### src/hw/rtl/lstk_pkg.sv
// Shared definitions for the byte LIFO stack with middle insert.
// Opcodes, status codes and default sizing; no dependencies.
package lstk_pkg;

    localparam int STACK_DEPTH_DEF = 16;
    localparam int DATA_W          = 8;
    localparam int OP_W            = 3;
    localparam int COUNT_OUT_W     = 5;
    localparam int M_TDATA_W       = 16;

    typedef enum logic [OP_W-1:0] {
        OP_PUSH  = 3'd0,
        OP_POP   = 3'd1,
        OP_TOP   = 3'd2,
        OP_MID   = 3'd3,
        OP_CLEAR = 3'd4
    } opcode_t;

    typedef enum logic [1:0] {
        STAT_DONE  = 2'd0,
        STAT_EMPTY = 2'd1,
        STAT_FULL  = 2'd2
    } status_t;

endpackage

### src/hw/rtl/lifo_stack_with_middle_insert_core.sv
// Byte LIFO stack with push, pop, read top, middle insert and clear.
// Entries live in a single-port-write, registered-read memory; depends on lstk_pkg.
// Sequencing after request accept: push, clear, refusals and unused opcodes go
// straight to the finish state; pop and read top wait for the memory read; middle
// insert with n entries shifts n/2 entries, one memory move (read, then write) each.
// A new request is taken once the sequencer is back in idle; a finished result
// waits in the output register without blocking the next request.
// Reset clears the entry count; stored entries are left undefined, no clearing pass.
module lifo_stack_with_middle_insert_core
    import lstk_pkg::*;
#(
    parameter int STACK_DEPTH = STACK_DEPTH_DEF
) (
    input  logic                 aclk,
    input  logic                 aresetn,
    input  logic                 s_tvalid,
    output logic                 s_tready,
    input  logic [DATA_W-1:0]    s_tdata,   // [7:0] data_in
    input  logic [OP_W-1:0]      s_tuser,   // [2:0] opcode
    output logic                 m_tvalid,
    input  logic                 m_tready,
    output logic [M_TDATA_W-1:0] m_tdata    // [7:0] data_out, [9:8] status,
                                            // [14:10] item_count_out, [15] empty_flag
);

    localparam int CNT_W  = $clog2(STACK_DEPTH + 1);
    localparam int ADDR_W = $clog2(STACK_DEPTH);
    localparam logic [CNT_W-1:0] DEPTH_C = CNT_W'(STACK_DEPTH);

    typedef enum logic [4:0] {
        ST_IDLE     = 5'b00001,
        ST_RD_WAIT  = 5'b00010,
        ST_SHIFT_RD = 5'b00100,
        ST_SHIFT_WR = 5'b01000,
        ST_FINISH   = 5'b10000
    } state_t;

    state_t              state_reg, state_next;
    logic [CNT_W-1:0]    count_reg, count_next;
    logic [ADDR_W-1:0]   ptr_reg, ptr_next;
    logic [ADDR_W-1:0]   pos_reg, pos_next;
    logic [DATA_W-1:0]   byte_reg, byte_next;
    logic [DATA_W-1:0]   res_dout_reg, res_dout_next;
    status_t             res_status_reg, res_status_next;
    logic                m_valid_reg, m_valid_next;
    logic [M_TDATA_W-1:0] m_data_reg, m_data_next;

    logic [DATA_W-1:0]   mem [STACK_DEPTH];
    logic [DATA_W-1:0]   rd_data_reg;
    logic                mem_we, mem_re;
    logic [ADDR_W-1:0]   mem_waddr, mem_raddr;
    logic [DATA_W-1:0]   mem_wdata;

    logic [CNT_W-1:0]    count_dec;
    logic [CNT_W-1:0]    pos_full;
    logic [CNT_W+COUNT_OUT_W-1:0] count_ext;
    logic                cnt_empty, cnt_full;

    assign count_dec = count_reg - CNT_W'(1);
    assign pos_full  = count_reg - (count_reg >> 1);
    assign count_ext = {{COUNT_OUT_W{1'b0}}, count_reg};
    assign cnt_empty = (count_reg == '0);
    assign cnt_full  = (count_reg >= DEPTH_C);

    assign s_tready = (state_reg == ST_IDLE);
    assign m_tvalid = m_valid_reg;
    assign m_tdata  = m_data_reg;

    always_comb begin
        state_next      = state_reg;
        count_next      = count_reg;
        ptr_next        = ptr_reg;
        pos_next        = pos_reg;
        byte_next       = byte_reg;
        res_dout_next   = res_dout_reg;
        res_status_next = res_status_reg;
        m_valid_next    = m_valid_reg && !m_tready;
        m_data_next     = m_data_reg;
        mem_we          = 1'b0;
        mem_re          = 1'b0;
        mem_waddr       = count_reg[ADDR_W-1:0];
        mem_raddr       = count_dec[ADDR_W-1:0];
        mem_wdata       = s_tdata;

        unique case (state_reg)
            ST_IDLE: begin
                if (s_tvalid) begin
                    res_dout_next   = '0;
                    res_status_next = STAT_DONE;
                    state_next      = ST_FINISH;
                    case (s_tuser)
                        OP_PUSH: begin
                            if (cnt_full) begin
                                res_status_next = STAT_FULL;
                            end else begin
                                mem_we     = 1'b1;
                                count_next = count_reg + CNT_W'(1);
                            end
                        end
                        OP_POP, OP_TOP: begin
                            if (cnt_empty) begin
                                res_status_next = STAT_EMPTY;
                            end else begin
                                mem_re     = 1'b1;
                                state_next = ST_RD_WAIT;
                                if (s_tuser == OP_POP) begin
                                    count_next = count_dec;
                                end
                            end
                        end
                        OP_MID: begin
                            if (cnt_empty) begin
                                res_status_next = STAT_EMPTY;
                            end else if (cnt_full) begin
                                res_status_next = STAT_FULL;
                            end else begin
                                ptr_next   = count_reg[ADDR_W-1:0];
                                pos_next   = pos_full[ADDR_W-1:0];
                                byte_next  = s_tdata;
                                state_next = ST_SHIFT_RD;
                            end
                        end
                        OP_CLEAR: begin
                            count_next = '0;
                        end
                        default: begin
                        end
                    endcase
                end
            end
            ST_RD_WAIT: begin
                res_dout_next = rd_data_reg;
                state_next    = ST_FINISH;
            end
            ST_SHIFT_RD: begin
                if (ptr_reg == pos_reg) begin
                    mem_we     = 1'b1;
                    mem_waddr  = pos_reg;
                    mem_wdata  = byte_reg;
                    count_next = count_reg + CNT_W'(1);
                    state_next = ST_FINISH;
                end else begin
                    mem_re     = 1'b1;
                    mem_raddr  = ptr_reg - ADDR_W'(1);
                    state_next = ST_SHIFT_WR;
                end
            end
            ST_SHIFT_WR: begin
                mem_we     = 1'b1;
                mem_waddr  = ptr_reg;
                mem_wdata  = rd_data_reg;
                ptr_next   = ptr_reg - ADDR_W'(1);
                state_next = ST_SHIFT_RD;
            end
            ST_FINISH: begin
                if (!m_valid_reg || m_tready) begin
                    m_valid_next = 1'b1;
                    m_data_next  = {cnt_empty, count_ext[COUNT_OUT_W-1:0],
                                    res_status_reg, res_dout_reg};
                    state_next   = ST_IDLE;
                end
            end
            default: begin
                state_next = ST_IDLE;
            end
        endcase
    end

    always_ff @(posedge aclk) begin
        if (!aresetn) begin
            state_reg   <= ST_IDLE;
            count_reg   <= '0;
            m_valid_reg <= 1'b0;
        end else begin
            state_reg   <= state_next;
            count_reg   <= count_next;
            m_valid_reg <= m_valid_next;
        end
        ptr_reg        <= ptr_next;
        pos_reg        <= pos_next;
        byte_reg       <= byte_next;
        res_dout_reg   <= res_dout_next;
        res_status_reg <= res_status_next;
        m_data_reg     <= m_data_next;
    end

    always_ff @(posedge aclk) begin
        if (mem_we) begin
            mem[mem_waddr] <= mem_wdata;
        end
    end

    always_ff @(posedge aclk) begin
        if (mem_re) begin
            rd_data_reg <= mem[mem_raddr];
        end
    end

    a_count_bound: assert property (@(posedge aclk) disable iff (!aresetn)
        count_reg <= DEPTH_C)
        else $error("entry count exceeds stack depth");

    a_shift_range: assert property (@(posedge aclk) disable iff (!aresetn)
        (state_reg == ST_SHIFT_RD || state_reg == ST_SHIFT_WR)
        |-> (ptr_reg >= pos_reg) && (CNT_W'(ptr_reg) == count_reg || ptr_reg < count_reg))
        else $error("shift pointer out of range");

    a_push_count: assert property (@(posedge aclk) disable iff (!aresetn)
        (s_tvalid && s_tready && s_tuser == OP_PUSH && !cnt_full)
        |=> count_reg == $past(count_reg) + CNT_W'(1))
        else $error("push did not advance the entry count");

    a_shift_write: assert property (@(posedge aclk) disable iff (!aresetn)
        (state_reg == ST_SHIFT_WR) |-> $past(state_reg) == ST_SHIFT_RD)
        else $error("shift write without preceding read");

endmodule

### config.mk
export PLATFORM = sky130hd
export DESIGN_NAME = lifo_stack_with_middle_insert_core
export DESIGN_NICKNAME = d
export VERILOG_FILES = /design/src/hw/rtl/lstk_pkg.sv /design/src/hw/rtl/lifo_stack_with_middle_insert_core.sv
export SDC_FILE = /design/constraint.sdc
export NUM_CORES = 1
export LEC_CHECK = 0
export ABC_AREA = 1
export ABC_CLOCK_PERIOD_IN_PS = 4200
export BUFFER_PORTS_ARGS = -buffer_cell sky130_fd_sc_hd__buf_2
export CAP_MARGIN = 30
export CORE_MARGIN = 10
export CORE_UTILIZATION = 52
export DETAILED_ROUTE_END_ITERATION = 6
export PLACE_DENSITY = 0.72
export SETUP_SLACK_MARGIN = 0.2
export SLEW_MARGIN = 0
export SYNTH_ARGS = -nofsm -noshare
export SYNTH_HDL_FRONTEND = slang
export SYNTH_SLANG_ARGS = --single-unit
### constraint.sdc
create_clock -name aclk -period 4.2 [get_ports aclk]
set_input_delay 0.63 -clock aclk [delete_from_list [all_inputs] [get_ports aclk]]
set_output_delay 0.63 -clock aclk [all_outputs]
set_load 0.005 [all_outputs]
# After elaboration in Yosys (flattened, before gate mapping)
# Memory sizes are Yosys's and may differ from the RTL's. A register that Yosys moved wholly into a read port is not among the register bits.
# Index checks and enable logic that the tools add are counted.
# Widths: inputs -> output; s select.
[op_classes] bitwise_logic=2 reduce_logical=17 n_addsub=4 div_mod_pow=0 n_shift=0 magnitude_cmp=1 n_mux=46 mul=0 eq_ne=20
[ops] op="$mux 5" n=11
[ops] op="$pmux 8 s2" n=2
[ops] op="$mux 4" n=7
[ops] op="$pmux 5 s5" n=1
[ops] op="$pmux 5 s2" n=2
[ops] op="$mux 8" n=2
[ops] op="$pmux 4 s2" n=2
[ops] op="$pmux 5 s3" n=1
[ops] op="$mux 1" n=13
[ops] op="$ne 2x2->1 const B" n=5
[ops] op="$reduce_and 5->1" n=2
[ops] op="$ne 3x3->1 const B" n=3
[ops] op="$reduce_and 2->1" n=4
[ops] op="$reduce_and 7->1" n=1
[ops] op="$eq 3x2->1 const B" n=2
[ops] op="$pmux 2 s3" n=1
[ops] op="$reduce_bool 2->1" n=3
[ops] op="$add 5x1->5 const B" n=1
[ops] op="$eq 5x1->1 const B" n=1
[ops] op="$eq 5x2->1 const B" n=1
[ops] op="$eq 5x3->1 const B" n=1
[ops] op="$eq 5x4->1 const B" n=1
[ops] op="$eq 5x5->1 const B" n=1
[ops] op="$ge 5x5->1 const B" n=1
[ops] op="other kinds (18)" n=21
[word_totals] romBits=0 mem_bits_rw=128 ff_bits=53 latch_bits=0 memories=1 output_inout_bits=18
[memory_table] memory="mem" words=16 word_bits=8 rd=1 rd_ports_with_merged_regs=1 wr=1 line_no="lifo_stack_with_middle_insert_core.sv:48" source="logic [DATA_W-1:0] mem [STACK_DEPTH];"

# Longest topological paths before layout
[depth] depth_word=7 mapped_depth=14

# Worst setup path before layout
# Ideal clock, no wire load.
[synth_timing] kind="flip-flop to flip-flop" from="reg count_reg[2]" to="reg byte_reg[0] (enable)" slack_ps=1790 setup_time_ps=396 synth_period_minus_slack_ps=2410 stages_incl_launch_ff=6 n_path_buf=0 arrival_time_ps=2014 cell_sequence="dfxtp_1 inv_1 ha_1 a21oi_1 inv_1 nor3_1"
[synth_between] elab_chain_len=3 word_cells_on_any_way=5
[synth_lines] item="start, declared" line_no="lifo_stack_with_middle_insert_core.sv:39" source="logic [CNT_W-1:0] count_reg, count_next;"
[synth_lines] item="start signal, assigned" line_no="lifo_stack_with_middle_insert_core.sv:176" source="count_reg <= count_next;"
[synth_lines] item="$ge 5x5->1 or $logic_not 5->1 (tied branches)" line_no="lifo_stack_with_middle_insert_core.sv:63, lifo_stack_with_middle_insert_core.sv:62"
[synth_lines] item="$not 1->1 (no line)"
[synth_lines] item="$reduce_and 5->1 (no line) *"
[synth_lines] item="end signal, assigned" line_no="lifo_stack_with_middle_insert_core.sv:181" source="byte_reg <= byte_next;"
[synth_lines] item="end, declared" line_no="lifo_stack_with_middle_insert_core.sv:42" source="logic [DATA_W-1:0] byte_reg, byte_next;"
# Mark *: on every way between the ends. The rest lies on a longest branch, timed or not.
# A chain may end at the register's enable or synchronous reset.

# Final worst setup path
[layout_timing] from="reg state_reg[0]" to="mem mem[9][1] (enable)"
[layout_between] elab_chain_len=4 word_cells_on_any_way=7
[layout_lines] item="start, declared" line_no="lifo_stack_with_middle_insert_core.sv:38" source="state_t state_reg, state_next;"
[layout_lines] item="start signal, assigned" line_no="lifo_stack_with_middle_insert_core.sv:175" source="state_reg <= state_next;"
[layout_lines] item="$eq 5x4->1 (tied with other cells)" line_no="lifo_stack_with_middle_insert_core.sv:85" source="unique case (state_reg)"
[layout_lines] item="$pmux 1 s3" line_no="lifo_stack_with_middle_insert_core.sv:85"
[layout_lines] item="$mux 1" line_no="lifo_stack_with_middle_insert_core.sv:188" source="if (mem_we) begin"
[layout_lines] item="$mux 1 (implied by the code)" line_no="lifo_stack_with_middle_insert_core.sv:189" source="mem[mem_waddr] <= mem_wdata;"
[layout_lines] item="end, declared" line_no="lifo_stack_with_middle_insert_core.sv:48"
# Parallel ways exist; a longest one is shown, timed or not.

==> impl_metrics.yaml <==
die:
  start_util_pct: 53.2
  rows: 47
  die-area_sq_mm: 0.0226
  fp.dieH_um: 150
  core-area_sq_mm: 0.0166
  ioPinCount: 33
  die_x_um: 150
clock_network:
  cts_root_buf: "clkbuf_16"
  htree_levels: 4
  cts_tree: "yes"
  insertion_delay_ns: 0.44
  cts_sinks: 189
  cts_resized: 0
  cts.path.max_buffers: 2
  postCtsHoldBufs: 0
  clk_pin_slew_ns: 0.07
  cts_buffers: 17
  cts_setup_buffers: 0
cells_and_area:
  area_growth_pct: 10.5
  top_register: "mem"
  final_area_sq_mm: 0.00974
  largest_register_ffs: 128
  diodes: 0
  nets: 921
  stdcell_count: 1127
  final_util_pct: 58.8
  drive_above_1_share_pct: 11.0
timing:
  period_needed_ns: 3.02
  rsz0062_at_grt: "false"
  timing.final.hold_violations: 0
  finalSetupViolations: 0
  skew_ns: 0.0112
  max_freq_mhz: 331
  fin_crit_sh_pct: 72.0
  fin_ws_ns: 1.18
  slew_headroom_pct: 32.6
  fin_setup_tns_ns: 0
  worst_pin_slew_ns: 1.01
  final-max-slew-violation-count: 0
logic_synthesis:
  synth_nets: 887
  synth_edf_count: 178
  synthAdderAreaFrac_pct: 1.79
  synthTopCellsByCount: "edfxtp_1 (178), inv_1 (172), nand3_1 (170)"
  synth-seq-cells: 189
  yosys-top-cells-area: "edfxtp_1 (61%), nand3_1 (9.6%), inv_1 (7.3%), nand2_1 (6.7%), dfxtp_1 (2.5%)"
  synth_xor_area_share_pct: 0.993
  synth_top_family_by_area: "simple AND/OR/NAND/NOR gates"
  synth_mux_area_share_pct: 0
  ys.flop_type: "edfxtp_1"
  synth-compound-area-share_pct: 3.52
  yosysUniqueCellTypes: 39
  syn_inst: 860
  synth.most_common_cell: "edfxtp_1"
  synth-simple-area-share_pct: 20.5
  netlist_area_sq_mm: 0.00882
  async_flop_share_pct: 0
  postSynthAreaPerCell_sq_um: 10.3
  yosysTopAreaCell: "edfxtp_1"
  ys_warn_count: 0
  synth_seq_area_share_pct: 63.1
  synth_top_area_share_pct: 60.6
pwr:
  p_int_mw: 4.09
  ir_worst_vdd_v: 0.000445
  p_sw_mw: 2.72
  p_clk_share_pct: 23.9
  power.density_mw_per_mm2: 699
  p_leak_nw: 4.20
  pwr-share-comb_pct: 40.4
  switching_share_pct: 39.9
  p_seq_share_pct: 35.7
drt:
  routed_wl_um: 19800
  drc_errors: 0
  viasPerCell: 5.36
  vias: 6037
  drt-initial-drc-count: 550
  antenna_left: 0
  drt_first_pass_iters: 5
  post_drt_wl_per_cell_um: 17.5
min_path:
  min_to: "byte_reg[1]$_DFFE_PP_"
  whs_path_depth: 1
  hp-start: "s_tdata[1]"
  min_path_type: "in -> reg"
worst_setup_path:
  r2r_setup_slack_ns: 1.18
  r2r_cells: 9
  critical_path_arrival_ns: 3.08
  cp_max_fo: 13
  crit_required_ns: 4.26
  rr_startpoint: "state_reg[0]$_SDFFE_PN1P_"
  worst_path_largest_cell_delay_ns: 0.64
  crit_path_cell_trace: "nor2_4, nand4_1, nand2_1, nand2_4, nand2_1, o21ai_0, a21oi_1, nand3_1, nor2_1"
  critPathSlowestCell: "nor2_1"
  crit_path_end_kind: "flop"
  cpMostUsedCell: "nand2_1"
  r2r-end: "mem[9][1]$_DFFE_PP_"
  start_kind: "flop"
  critPathKind: "reg -> reg"
grt:
  grt_max_degree: 33
  grt_pass1_wl_um: 31000
  antenna_found_initial: 0
  grt_pass1_vias: 5776
  overflow: 0
  grt_usage_pct: 18.1
place:
  dp.cells: 1094
  place_area_sq_mm: 0.00912
  pre_cts_ws_ns: 1.22
  dp_hpwl_um: 13100
  gp_congestion: 0.892
  io_buffers: 32
job:
  maxCapViolCount: 0
status:
  status: "complete, no violations"
-- final cells by class --
type | instances | area [sq um]
clock buffers | 20 | 437
clock inverters | 12 | 163
fillers | 1383 | 6840
inverters | 179 | 672
multi-input cells | 462 | 2360
flip-flops and latches | 189 | 5570
well taps | 220 | 275
repair buffers | 45 | 270
-- worst max path at each step --
stage                              start               endpoint
2_1_floorplan  count_reg[2]$_SDFFE_PN0P_  byte_reg[0]$_DFFE_PP_
3_3_place_gp   state_reg[0]$_SDFFE_PN1P_    mem[9][4]$_DFFE_PP_
4_1_cts        state_reg[2]$_SDFFE_PN0P_   mem[15][3]$_DFFE_PP_
3_5_place_dp   state_reg[0]$_SDFFE_PN1P_   mem[13][2]$_DFFE_PP_
6_report       state_reg[0]$_SDFFE_PN1P_    mem[9][1]$_DFFE_PP_
5_1_grt        state_reg[0]$_SDFFE_PN1P_    mem[9][1]$_DFFE_PP_
-- worst max-delay path, delay by kind of cell, from the launching register on --
kind / cells / cell delay, ns
DFF: 1 / 0.33
AOI/OAI and AO/OA: 2 / 0.43
and+or+nand+nor: 7 / 1.89
-- per-layer routing --
metal,share of wire [%],track usage (%),up-vias
li1,-,-,2900
met1,42,22.6,2904
met2,49,30.2,189
met3,6.1,3.18,44
met4,2.8,8.21,0
met5,0,0,-
-- cells by family after synthesis --
logic type      after synthesis
xor+xnor                     10
buf+inv                     209
simple gates                397
compound gates               43
fa+ha+maj                    12
flops                       189
-- per-stage QoR --
stage | hold WS (ns) | power (mW)
5_1_grt | 0.395 | 7.18
3_3_place_gp | 0.400 | 5.07
2_1_floorplan | 0.400 | 4.45
4_1_cts | 0.388 | 6.77
3_5_place_dp | 0.407 | 5.13
6_report | 0.402 | 6.81
-- power by group through the flow --
stage	Clock (mW)	Combinational (mW)	Sequential, mW
finish	1.63	2.75	2.43
CTS	1.65	2.69	2.43
detailed placement	0	2.66	2.47
floorplan	0	2.03	2.42
global placement	0	2.60	2.46
global route	1.72	3.01	2.44
-- layout by cell type (no fill, tap or decap), drive strengths merged, types with 2 or more instances in the layout --
| cell type | count |
|---|---|
| bufinv | 3 |
| nand3 | 172 |
| o21ai | 13 |
| clkinvlp | 3 |
| a211oi | 5 |
| dfxtp | 11 |
| inv | 180 |
| nand4 | 5 |
| a21oi | 11 |
| buf | 45 |
| a22oi | 8 |
| nor3 | 3 |
| o22ai | 2 |
| ha | 11 |
| edfxtp | 178 |
| clkbuf | 20 |
| xnor2 | 3 |
| nor2 | 50 |
| xor2 | 7 |
| clkinv | 5 |
| nand2 | 167 |
(Power assumes the default switching activity.)
